[config.mk]
export PLATFORM = sky130hd
export DESIGN_NAME = peak_search_top_k_decision
export DESIGN_NICKNAME = d
export VERILOG_FILES = /design/src/rtl/pstk_pkg.sv /design/src/rtl/pstk_divider.sv /design/src/rtl/pstk_datapath.sv /design/src/rtl/pstk_ctrl.sv /design/src/rtl/peak_search_top_k_decision.sv
export SDC_FILE = /design/constraint.sdc
export NUM_CORES = 2
export LEC_CHECK = 0
export BUFFER_PORTS_ARGS = -buffer_cell sky130_fd_sc_hd__buf_2
export CORE_MARGIN = 1
export CORE_UTILIZATION = 55
export CTS_CLUSTER_DIAMETER = 120
export CTS_CLUSTER_SIZE = 10
export DETAILED_ROUTE_END_ITERATION = 10
export GPL_TIMING_DRIVEN = 0
export PLACE_DENSITY = 0.77
export SYNTH_ARGS = -nofsm -noshare
export SYNTH_HDL_FRONTEND = slang
export SYNTH_SLANG_ARGS = --single-unit
[constraint.sdc]
create_clock -name clk_i -period 17 [get_ports clk_i]
set_input_delay 1.7 -clock clk_i [delete_from_list [all_inputs] [get_ports clk_i]]
set_output_delay 1.7 -clock clk_i [all_outputs]
set_load 0.02 [all_outputs]
[src/rtl/pstk_pkg.sv]
// ----------------------------------------------------------------------------
// pstk_pkg
// shared widths, payload words, config register codes and control structs
// for the peak search / top-k decision block
// ----------------------------------------------------------------------------
`default_nettype none

package pstk_pkg;

  localparam int PowerBits      = 40;
  localparam int BinBits        = 6;
  localparam int PhaseBits      = 11;
  localparam int MetricFracBits = 16;
  localparam int ThreshBits     = MetricFracBits + 1;
  localparam int CfgIdxBits     = 2;
  localparam int CfgDataBits    = 32;

  // config register indexes
  localparam logic [CfgIdxBits-1:0] CfgIdxMode   = CfgIdxBits'(0);
  localparam logic [CfgIdxBits-1:0] CfgIdxThresh = CfgIdxBits'(1);

  // decision modes
  localparam logic ModeFixed    = 1'b0;
  localparam logic ModeVariance = 1'b1;

  // input word
  typedef struct packed {
    logic [PowerBits-1:0] peak_power;
    logic [BinBits-1:0]   doppler_bin;
    logic [PhaseBits-1:0] code_phase;
    logic                 sweep_end;
  } pstk_in_t;

  // result word
  typedef struct packed {
    logic [BinBits-1:0]   best_bin;
    logic [PhaseBits-1:0] best_phase;
    logic [PowerBits-1:0] best_power;
    logic                 detected;
  } pstk_out_t;

  // controller to datapath
  typedef struct packed {
    logic load;
    logic update;
    logic div_start;
    logic diff;
    logic square;
    logic finish;
  } pstk_cmd_t;

  // datapath to controller
  typedef struct packed {
    logic last;
    logic mode;
    logic div_done;
  } pstk_status_t;

endpackage : pstk_pkg

`default_nettype wire

[src/rtl/pstk_divider.sv]
// ----------------------------------------------------------------------------
// pstk_divider
// restoring divider, floor(num * 2^F / den) for num <= den, one bit a cycle
// ----------------------------------------------------------------------------
`default_nettype none

module pstk_divider
  import pstk_pkg::*;
(
  input  wire logic                      clk_i,
  input  wire logic                      rst_ni,
  input  wire logic                      start_i,
  input  wire logic [PowerBits-1:0]      num_i,
  input  wire logic [PowerBits-1:0]      den_i,
  output logic                           done_o,
  output logic [MetricFracBits:0]        quot_o
);

  localparam int CntBits = $clog2(MetricFracBits);

  logic                   run_q;
  logic                   done_q;
  logic [CntBits-1:0]     cnt_q;
  logic [PowerBits-1:0]   rem_q;
  logic [PowerBits-1:0]   den_q;
  logic [MetricFracBits:0] quot_q;

  logic [PowerBits:0]     rem_sh;
  logic [PowerBits:0]     rem_sub;
  logic                   ge;
  logic                   ge0;
  logic [PowerBits-1:0]   rem_d;

  always_comb begin
    rem_sh  = {rem_q, 1'b0};
    rem_sub = rem_sh - {1'b0, den_q};
    ge      = rem_sh >= {1'b0, den_q};
    rem_d   = ge ? rem_sub[PowerBits-1:0] : rem_sh[PowerBits-1:0];
    ge0     = num_i >= den_i;
  end

  always_ff @(posedge clk_i or negedge rst_ni) begin
    if (!rst_ni) begin
      run_q  <= 1'b0;
      done_q <= 1'b0;
      cnt_q  <= '0;
    end else begin
      done_q <= 1'b0;
      if (start_i) begin
        run_q <= 1'b1;
        cnt_q <= '0;
      end else if (run_q) begin
        cnt_q <= cnt_q + CntBits'(1);
        if (cnt_q == CntBits'(MetricFracBits - 1)) begin
          run_q  <= 1'b0;
          done_q <= 1'b1;
        end
      end
    end
  end

  // datapath registers, no reset needed
  always_ff @(posedge clk_i) begin
    if (start_i) begin
      den_q  <= den_i;
      quot_q <= {{MetricFracBits{1'b0}}, ge0};
      rem_q  <= ge0 ? (num_i - den_i) : num_i;
    end else if (run_q) begin
      rem_q  <= rem_d;
      quot_q <= {quot_q[MetricFracBits-1:0], ge};
    end
  end

  assign done_o = done_q;
  assign quot_o = quot_q;

endmodule : pstk_divider

`default_nettype wire

[src/rtl/pstk_datapath.sv]
// ----------------------------------------------------------------------------
// pstk_datapath
// running maximum, sorted top-k list, ratio and variance metric, result word
// ----------------------------------------------------------------------------
`default_nettype none

module pstk_datapath
  import pstk_pkg::*;
#(
  parameter int TopCount = 8
) (
  input  wire logic                   clk_i,
  input  wire logic                   rst_ni,
  input  wire pstk_in_t               item_i,
  input  wire logic                   cfg_we_i,
  input  wire logic [CfgIdxBits-1:0]  cfg_index_i,
  input  wire logic [CfgDataBits-1:0] cfg_data_i,
  input  wire pstk_cmd_t              cmd_i,
  output pstk_status_t                status_o,
  output logic                        result_valid_o,
  output pstk_out_t                   result_o
);

  localparam logic [MetricFracBits+1:0] OneWide = (MetricFracBits+2)'(1) << MetricFracBits;

  // config
  logic                  mode_q;
  logic [ThreshBits-1:0] thr_q;

  // sweep state
  pstk_in_t              in_q;
  logic [PowerBits-1:0]  max_pow_q;
  logic [BinBits-1:0]    max_bin_q;
  logic [PhaseBits-1:0]  max_phase_q;
  logic [PowerBits-1:0]  list_q [TopCount];
  logic [PowerBits-1:0]  list_d [TopCount];
  logic [TopCount-1:0]   gt;

  // metric pipeline
  logic [MetricFracBits:0]     quot;
  logic                        div_done;
  logic [MetricFracBits-1:0]   d1_q, d2_q;
  logic [2*MetricFracBits-1:0] sq1_q, sq2_q;

  logic [MetricFracBits+1:0]   rho2;
  logic [MetricFracBits+1:0]   mean;
  logic [MetricFracBits+1:0]   d1_w, d2_w;
  logic [2*MetricFracBits:0]   sum;
  logic [ThreshBits-1:0]       var_ext;
  logic                        nonzero;
  logic                        detect;

  pstk_divider u_div (
    .clk_i   (clk_i),
    .rst_ni  (rst_ni),
    .start_i (cmd_i.div_start),
    .num_i   (list_q[TopCount-1]),
    .den_i   (list_q[0]),
    .done_o  (div_done),
    .quot_o  (quot)
  );

  // sorted insert: new power lands below every entry that is >= it
  always_comb begin
    for (int k = 0; k < TopCount; k++) begin
      gt[k] = in_q.peak_power > list_q[k];
    end
    list_d[0] = gt[0] ? in_q.peak_power : list_q[0];
    for (int k = 1; k < TopCount; k++) begin
      if (!gt[k]) begin
        list_d[k] = list_q[k];
      end else if (gt[k-1]) begin
        list_d[k] = list_q[k-1];
      end else begin
        list_d[k] = in_q.peak_power;
      end
    end
  end

  // ratio, mean, deviations, variance and detect decision
  always_comb begin
    rho2 = (list_q[0] == '0) ? '0 : {1'b0, quot};
    mean = (OneWide + rho2) >> 1;
    d1_w = OneWide - mean;
    d2_w = mean - rho2;
    sum  = {1'b0, sq1_q} + {1'b0, sq2_q};
    var_ext = {1'b0, sum[2*MetricFracBits:MetricFracBits+1]};
    nonzero = max_pow_q != '0;
    detect  = (mode_q == ModeVariance) ? ((var_ext > thr_q) && nonzero) : nonzero;
  end

  always_ff @(posedge clk_i or negedge rst_ni) begin
    if (!rst_ni) begin
      mode_q         <= ModeFixed;
      thr_q          <= '0;
      max_pow_q      <= '0;
      max_bin_q      <= '0;
      max_phase_q    <= '0;
      result_valid_o <= 1'b0;
      for (int k = 0; k < TopCount; k++) begin
        list_q[k] <= '0;
      end
    end else begin
      result_valid_o <= cmd_i.finish;
      if (cfg_we_i) begin
        unique case (cfg_index_i)
          CfgIdxMode:   mode_q <= cfg_data_i[0];
          CfgIdxThresh: thr_q  <= cfg_data_i[ThreshBits-1:0];
          default: ;
        endcase
      end
      if (cmd_i.update) begin
        if (in_q.peak_power > max_pow_q) begin
          max_pow_q   <= in_q.peak_power;
          max_bin_q   <= in_q.doppler_bin;
          max_phase_q <= in_q.code_phase;
        end
        if (mode_q == ModeVariance) begin
          for (int k = 0; k < TopCount; k++) begin
            list_q[k] <= list_d[k];
          end
        end
      end else if (cmd_i.finish) begin
        max_pow_q   <= '0;
        max_bin_q   <= '0;
        max_phase_q <= '0;
        for (int k = 0; k < TopCount; k++) begin
          list_q[k] <= '0;
        end
      end
    end
  end

  // payload registers
  always_ff @(posedge clk_i) begin
    if (cmd_i.load) begin
      in_q <= item_i;
    end
    if (cmd_i.diff) begin
      d1_q <= d1_w[MetricFracBits-1:0];
      d2_q <= d2_w[MetricFracBits-1:0];
    end
    if (cmd_i.square) begin
      sq1_q <= d1_q * d1_q;
      sq2_q <= d2_q * d2_q;
    end
    if (cmd_i.finish) begin
      result_o.best_bin   <= max_bin_q;
      result_o.best_phase <= max_phase_q;
      result_o.best_power <= max_pow_q;
      result_o.detected   <= detect;
    end
  end

  assign status_o.last     = in_q.sweep_end;
  assign status_o.mode     = mode_q;
  assign status_o.div_done = div_done;

endmodule : pstk_datapath

`default_nettype wire

[src/rtl/pstk_ctrl.sv]
// ----------------------------------------------------------------------------
// pstk_ctrl
// sequencer: take a word, update the sweep state, run the decision at sweep end
// ----------------------------------------------------------------------------
`default_nettype none

module pstk_ctrl
  import pstk_pkg::*;
(
  input  wire logic         clk_i,
  input  wire logic         rst_ni,
  input  wire logic         start_i,
  input  wire pstk_status_t status_i,
  output pstk_cmd_t         cmd_o,
  output logic              busy_o
);

  typedef enum logic [2:0] {
    ST_IDLE,
    ST_UPDATE,
    ST_DIV_START,
    ST_DIV_WAIT,
    ST_DIFF,
    ST_SQUARE,
    ST_DECIDE
  } state_e;

  state_e state_q;

  always_ff @(posedge clk_i or negedge rst_ni) begin
    if (!rst_ni) begin
      state_q <= ST_IDLE;
    end else begin
      unique case (state_q)
        ST_IDLE: begin
          if (start_i) state_q <= ST_UPDATE;
        end
        ST_UPDATE: begin
          priority if (!status_i.last)           state_q <= ST_IDLE;
          else if (status_i.mode == ModeFixed)   state_q <= ST_DECIDE;
          else                                   state_q <= ST_DIV_START;
        end
        ST_DIV_START: state_q <= ST_DIV_WAIT;
        ST_DIV_WAIT: begin
          if (status_i.div_done) state_q <= ST_DIFF;
        end
        ST_DIFF:   state_q <= ST_SQUARE;
        ST_SQUARE: state_q <= ST_DECIDE;
        ST_DECIDE: state_q <= ST_IDLE;
        default:   state_q <= ST_IDLE;
      endcase
    end
  end

  always_comb begin
    cmd_o           = '0;
    cmd_o.load      = (state_q == ST_IDLE) && start_i;
    cmd_o.update    = state_q == ST_UPDATE;
    cmd_o.div_start = state_q == ST_DIV_START;
    cmd_o.diff      = state_q == ST_DIFF;
    cmd_o.square    = state_q == ST_SQUARE;
    cmd_o.finish    = state_q == ST_DECIDE;
    busy_o          = state_q != ST_IDLE;
  end

endmodule : pstk_ctrl

`default_nettype wire

[src/rtl/peak_search_top_k_decision.sv]
// ----------------------------------------------------------------------------
// peak_search_top_k_decision
// running argmax over a sweep of correlation words with a top-k peak ratio
// variance test, one result word per sweep
// ----------------------------------------------------------------------------
//
// channel   direction  handshake                    payload
// --------  ---------  ---------------------------  -----------------------------
// item      in         start_i & !busy_o            item_i (pstk_in_t)
// result    out        result_valid_o, 1 cycle      result_o (pstk_out_t)
// config    in         cfg_valid_i & cfg_ready_o    cfg_index_i, cfg_data_i
//
// - a word that does not end the sweep passes the accept cycle and the update
//   state, in which the maximum and, in variance mode, the sorted top list change
// - a sweep end word in fixed mode goes from update to decide, the result strobe follows
// - a sweep end word in variance mode waits for the one-bit-a-cycle ratio
//   divider, then steps through deviations, squares and the threshold compare
// - reset (rst_ni low, async) clears config, sweep state and the sequencer;
//   sweep state is also cleared when the result word is produced
// - results are shown for one cycle and cannot be stalled; the next word may
//   be accepted in the cycle the result strobe is high
// - config writes are always ready
// ----------------------------------------------------------------------------
`default_nettype none

module peak_search_top_k_decision
  import pstk_pkg::*;
#(
  parameter int TopCount = 8
) (
  input  wire logic                   clk_i,
  input  wire logic                   rst_ni,
  // item channel
  input  wire logic                   start_i,
  output logic                        busy_o,
  input  wire pstk_in_t               item_i,
  // result channel
  output logic                        result_valid_o,
  output pstk_out_t                   result_o,
  // config channel
  input  wire logic                   cfg_valid_i,
  output logic                        cfg_ready_o,
  input  wire logic [CfgIdxBits-1:0]  cfg_index_i,
  input  wire logic [CfgDataBits-1:0] cfg_data_i
);

  pstk_cmd_t    cmd;
  pstk_status_t status;
  logic         cfg_we;

  // config never back-pressures
  assign cfg_ready_o = 1'b1;
  assign cfg_we      = cfg_valid_i && cfg_ready_o;

  // sequencer
  pstk_ctrl u_ctrl (
    .clk_i    (clk_i),
    .rst_ni   (rst_ni),
    .start_i  (start_i),
    .status_i (status),
    .cmd_o    (cmd),
    .busy_o   (busy_o)
  );

  // max tracker, top list, ratio divider, variance metric
  pstk_datapath #(
    .TopCount (TopCount)
  ) u_dp (
    .clk_i          (clk_i),
    .rst_ni         (rst_ni),
    .item_i         (item_i),
    .cfg_we_i       (cfg_we),
    .cfg_index_i    (cfg_index_i),
    .cfg_data_i     (cfg_data_i),
    .cmd_i          (cmd),
    .status_o       (status),
    .result_valid_o (result_valid_o),
    .result_o       (result_o)
  );

  // an accepted word always occupies the sequencer for the next cycle
  a_accept_busy : assert property (@(posedge clk_i) disable iff (!rst_ni)
    start_i && !busy_o |=> busy_o)
    else $error("accepted word did not make the block busy");

  // one sweep gives one result word, never back to back strobes
  a_single_strobe : assert property (@(posedge clk_i) disable iff (!rst_ni)
    result_valid_o |=> !result_valid_o)
    else $error("result strobe held longer than one cycle");

  // a detection needs a nonzero peak
  a_detect_power : assert property (@(posedge clk_i) disable iff (!rst_ni)
    result_valid_o && result_o.detected |-> result_o.best_power != '0)
    else $error("detection reported with zero best power");

  // the result strobe only follows the decide step, when the block is idle
  a_strobe_idle : assert property (@(posedge clk_i) disable iff (!rst_ni)
    result_valid_o |-> !busy_o)
    else $error("result strobe while sequencer busy");

endmodule : peak_search_top_k_decision

`default_nettype wire

== Word-level counts from Yosys, hierarchy flattened ==
Index checks and enable logic that the tools add are counted.

* Bits in registers: 714
* Latch bits: 0
* RAM bits: 0
* Memory bits (read-only): 0
* Input bits: 96
* Output and inout port bits: 61
* Logic and storage cells: 144
* Memories kept: 0

* Add/subtract/negate cells: 7
* Multiply operators: 2
* Divide/modulo/power cells: 0
* Order comparisons: 12
* Equality and inequality tests: 20
* Shift operators: 0
* Muxes and demuxes: 48
* Bitwise logic cells: 0
* Reductions and logical operators: 21

{| class="wikitable"
|+ Operator list
! cell !! count
|-
| 2-to-1 mux 320 bit || 3
|-
| 2-to-1 mux 40 bit || 22
|-
| > comparator 40 bit || 9
|-
| subtractor 40 bit || 2
|-
| multiplier 16 x 16 -> 32 bit || 2
|-
| >= comparator 41 x 40 -> 1 bit || 1
|-
| >= comparator 40 bit || 1
|-
| zero test 40 bit || 1
|-
| nonzero test 40 bit || 1
|-
| adder 32 x 32 -> 33 bit || 1
|-
| 2-to-1 mux 11 bit || 3
|-
| AND reduction 3 bit || 8
|-
| inequality test 2 x 1 -> 1 bit, second input constant || 10
|-
| 2-to-1 mux 6 bit || 3
|-
| one-hot mux 3 bit (6 select lines) || 1
|-
| adder 17 bit, first input constant || 1
|-
| > comparator 16 x 17 -> 1 bit || 1
|-
| 2-to-1 mux 17 bit || 1
|-
| subtractor 1 x 16 -> 16 bit, first input constant || 1
|-
| subtractor 16 bit || 1
|-
| 2-to-1 mux 3 bit || 4
|-
| == test 3 bit, second input constant || 3
|-
| 2-to-1 mux 1 bit || 9
|-
| 2-to-1 mux 4 bit || 2
|-
| other kinds (12) || 19
|}

== Depth between registers and ports, before layout ==
* Depth in word-level cells: 5
* Gate-level depth with buffers: 27

== Cells and area by module ==
Synthesis repeated with hierarchy kept, for this count alone.

* Cells, all modules: 5951
* Area, all modules: 59950.0 µm²

{| class="wikitable"
|+ Modules (own cells, without submodules)
! module !! times used !! cells each !! area an instance (µm²)
|-
| pstk_datapath || 1 || 4821 || 50352.0
|-
| pstk_divider || 1 || 1103 || 9361.5
|-
| pstk_ctrl || 1 || 25 || 225.2
|-
| peak_search_top_k_decision || 1 || 2 || 11.3
|}

== Worst setup path after synthesis ==
OpenSTA, ideal clock, no wires.

* Kind: register -> register
* Start: register u_dp.d2_q[4]
* End: register u_dp.sq2_q[29], data pin
* Data arrival time: 6.120 ns
* Data required time: 16.742 ns
* Path slack: 10.621 ns
* Stages on the path, launching flop included: 25
* Buffers on the path: 2
* Clock period less this slack: 6.379 ns
* Cell sequence: edfxtp_1 clkbuf_1 clkbuf_1 nand2_1 fa_1 fa_1 inv_1 fa_1 fa_1 fa_1 inv_1 fa_1 inv_1 ha_1 a21o_1 a21o_1 o21ai_0 o31ai_1 o211ai_1 a41o_1 o21bai_1 a211oi_2 a21oi_1 nor2_1 xnor2_1

* Word-level cells in the longest chain between the ends: 1

{| class="wikitable"
|+ Ends and longest elaborated chain
! element !! line !! text
|-
| from (decl) || pstk_datapath.sv:42 || <nowiki>logic [MetricFracBits-1:0] d1_q, d2_q;</nowiki>
|-
| from (signal assigned) || pstk_datapath.sv:141 || <nowiki>d2_q <= d2_w[MetricFracBits-1:0];</nowiki>
|-
| multiplier 16 x 16 -> 32 bit || pstk_datapath.sv:145 || <nowiki>sq2_q <= d2_q * d2_q;</nowiki>
|-
| to (signal assigned) || pstk_datapath.sv:145 ||
|-
| to (decl) || pstk_datapath.sv:43 || <nowiki>logic [2*MetricFracBits-1:0] sq1_q, sq2_q;</nowiki>
|}

No other way between the ends.
A chain may end at the register's enable or synchronous reset.

== Worst setup path in the final report ==
* Start: register u_dp.d2_q[14]
* End: register u_dp.sq2_q[29], data pin

The elaborated chain is that of the path after synthesis.

==> results.toml <==
[outcome]
status = "completed"

[clocking]
cts_resized = 0
post_cts_buffers = 0
htree_levels = 3
cts_root_buf = "clkbuf_16"
cts_buffer_depth = 3
ctsHoldBuffers = 0
clock_latency_ps = 660
cts_tree = "done"
clkTransAtPathRegs_ps = 60
cts-buffers-inserted = 80
cts_sinks = 710

[timing]
hold_violations = 0
max_freq_mhz = 132
hold-worst-slack_ps = 445
relSlewSlack = 0.231
fin_worst_skew_ps = 43.6
fin_setup_tns_ps = 0
min_period_ps = 7590
maxSlewViolCount = 0
tightest_slew_ps = 1150
rsz0062_at_grt = "no"
post-route-period-util = 0.447
setup-violations-final = 0

[route]
first_pass_iters = 6
routed_wl_mm = 164
highest_layer = "met5"
ant_nets = 0
vias = 46600
wire_per_inst_um = 20.7
vias_per_cell = 5.90
wl_met3_mm = 10.6
drt_iter0_drc = 4099
drc = 0
met1_length_mm = 65.8
wl_met2_mm = 79.1

[die]
die_y_um = 333
start_util = 0.558
ios = 157
fp.dieW_um = 333
die-area_um2 = 111000
rows = 120
coreArea_um2 = 108000

[critical_path]
critPathBufInv = 5
cp-start-kind = "register"
crit_path_frequent_cell = "fa_1"
path_delay_family = "adder cells"
path_class = "register to register"
max_stage_delay_ps = 590
worstPathArrival_ps = 8000
end_kind = "register"
slowest_stage = "fa_1"
path_cells = "clkbuf_1 > clkbuf_1 > nand2_1 > fa_1 > inv_1 > fa_1 > fa_1 > fa_1 > fa_1 > inv_1 > fa_1 > inv_1 > ha_1 > o21a_1 > nand3_1 > o31ai_1 > o211ai_1 > a41o_1 > o21bai_1 > a211oi_2 > a21oi_1 > nor2_1 > xnor2_1"
required_ps = 17410
path_max_fanout = 10

[global_route]
grt_pass1_wl_mm = 257
antenna_found_initial = 5
grt_usage = 0.294
overflow = 0
grt_pass1_vias = 47600
grt_max_degree = 119

[synthesis]
synth_nets = 7374
yosysUniqueCellTypes = 86
synth_edf_count = 289
syn_avg_cell_area_um2 = 9.66
synth_flop_cell = "dfrtp_1"
synthArstFlopShare = 0.570
synth-seq-area-share = 0.318
synth_warnings = 0
netlist_area_um2 = 60200
syn_inst = 6227
ys_seq_elements = 710

[final_layout]
drive_gt1_frac = 0.0566
nNetsFinal = 7607
final_common_cell = "inv_1"
final_cell_mix = "inv_1, ha_1, nand2_1"
area_delta_synth_final_pct = 8.25

[placement]
dp_hpwl_mm = 128
routabilityCongestion = 0.952
port_buffers = 140

[flow_run]
maxCapViolCount = 0

[hold_path]
hp-class = "register to register"
## kinds of logic (layout without fill, tap and decap cells)
family | Yosys count | after routing | share of synthesized area
and+or+nand+nor | 1439 | 1439 | 0.110
buffers and inverters | 1237 | 1513 | 0.0787
adders and majority gates | 1051 | 1051 | 0.260
AOI/OAI and AO/OA | 1027 | 1027 | 0.110
DFF | 710 | 710 | 0.318
muxes | 579 | 579 | 0.0968
xor gates and xnor gates | 183 | 183 | 0.0266
other | 1 | 5 | 0.0000623
## synth_stat cells, drive strengths merged (42+ instances only)
cell	n	area [µm²]
o21ai	196	992
a21o	225	1690
nand2	664	2490
buf	67	343
nand3	87	435
dfrtp	405	10100
ha	720	9010
and2	97	607
xor2	66	578
xnor2	117	1020
nand4	116	726
nor4	42	269
o31ai	52	390
clkbuf	158	593
edfxtp	289	8680
mux2i	558	5590
nor2	239	897
inv	1012	3800
nor2b	52	333
fa	331	6630
a21oi	314	1580
## metal layers
layer	GRT usage	up-vias
li1	-	21500
met1	0.376	23000
met2	0.498	1711
met3	0.0405	421
met4	0.131	2
met5	0	-
## through the flow
stage	utilization	instances	instance area [µm²]	worst slack [ps]
floorplan	-	6227	60200	10620
global placement	0.581	7770	62600	5950
detailed placement	0.583	7781	62900	9480
CTS	0.604	7906	65100	9500
global route	0.604	7908	65100	9050
finish	0.604	7910	65100	9410
## state kept, by name (all words and copies together), names as in the netlist, 3 cells and up
name and flops:
u_ctrl.state_q 3, u_dp.u_div.rem_q 40, u_dp.u_div.quot_o 17, u_dp.max_bin_q 6, u_dp.list_q 320, u_dp.max_phase_q 11
u_dp.u_div.cnt_q 4, u_dp.d1_q 16, u_dp.in_q 57, u_dp.thr_q 17, u_dp.sq1_q 30, u_dp.result_o 58
u_dp.u_div.den_q 40, u_dp.max_pow_q 40, u_dp.d2_q 16, u_dp.sq2_q 30
## area by class of cell
cell class | instances | area, µm²
fillers | 8992 | 42700
multi-input cells | 4280 | 36300
plain buffers | 225 | 937
repair buffers | 151 | 943
clock buffers | 120 | 2150
inverters | 1012 | 3800
diodes | 4 | 10.0
clock inverters | 5 | 83.8
flip-flops and latches | 710 | 19100
well taps | 1403 | 1760
## path summary, 6_finish.rpt
check	from	to	slack, ps	cells past startpoint
hold reg to reg	u_dp.max_phase_q[4]	u_dp.result_o[45]	440	0
setup / recovery	u_dp.d2_q[14]	u_dp.sq2_q[29]	9410	23
min in group asynchronous	rst_ni	u_dp.list_q[133]	1020	1
setup reg to reg	u_dp.d2_q[14]	u_dp.sq2_q[29]	9410	23
hold / removal	u_dp.max_phase_q[4]	u_dp.result_o[45]	440	0
max in group asynchronous	rst_ni	u_dp.thr_q[5]	14880	2
Power is left out: the tool's default activity adds up to more than one toggle a clock period on the data nets, which glitch-free logic cannot reach.
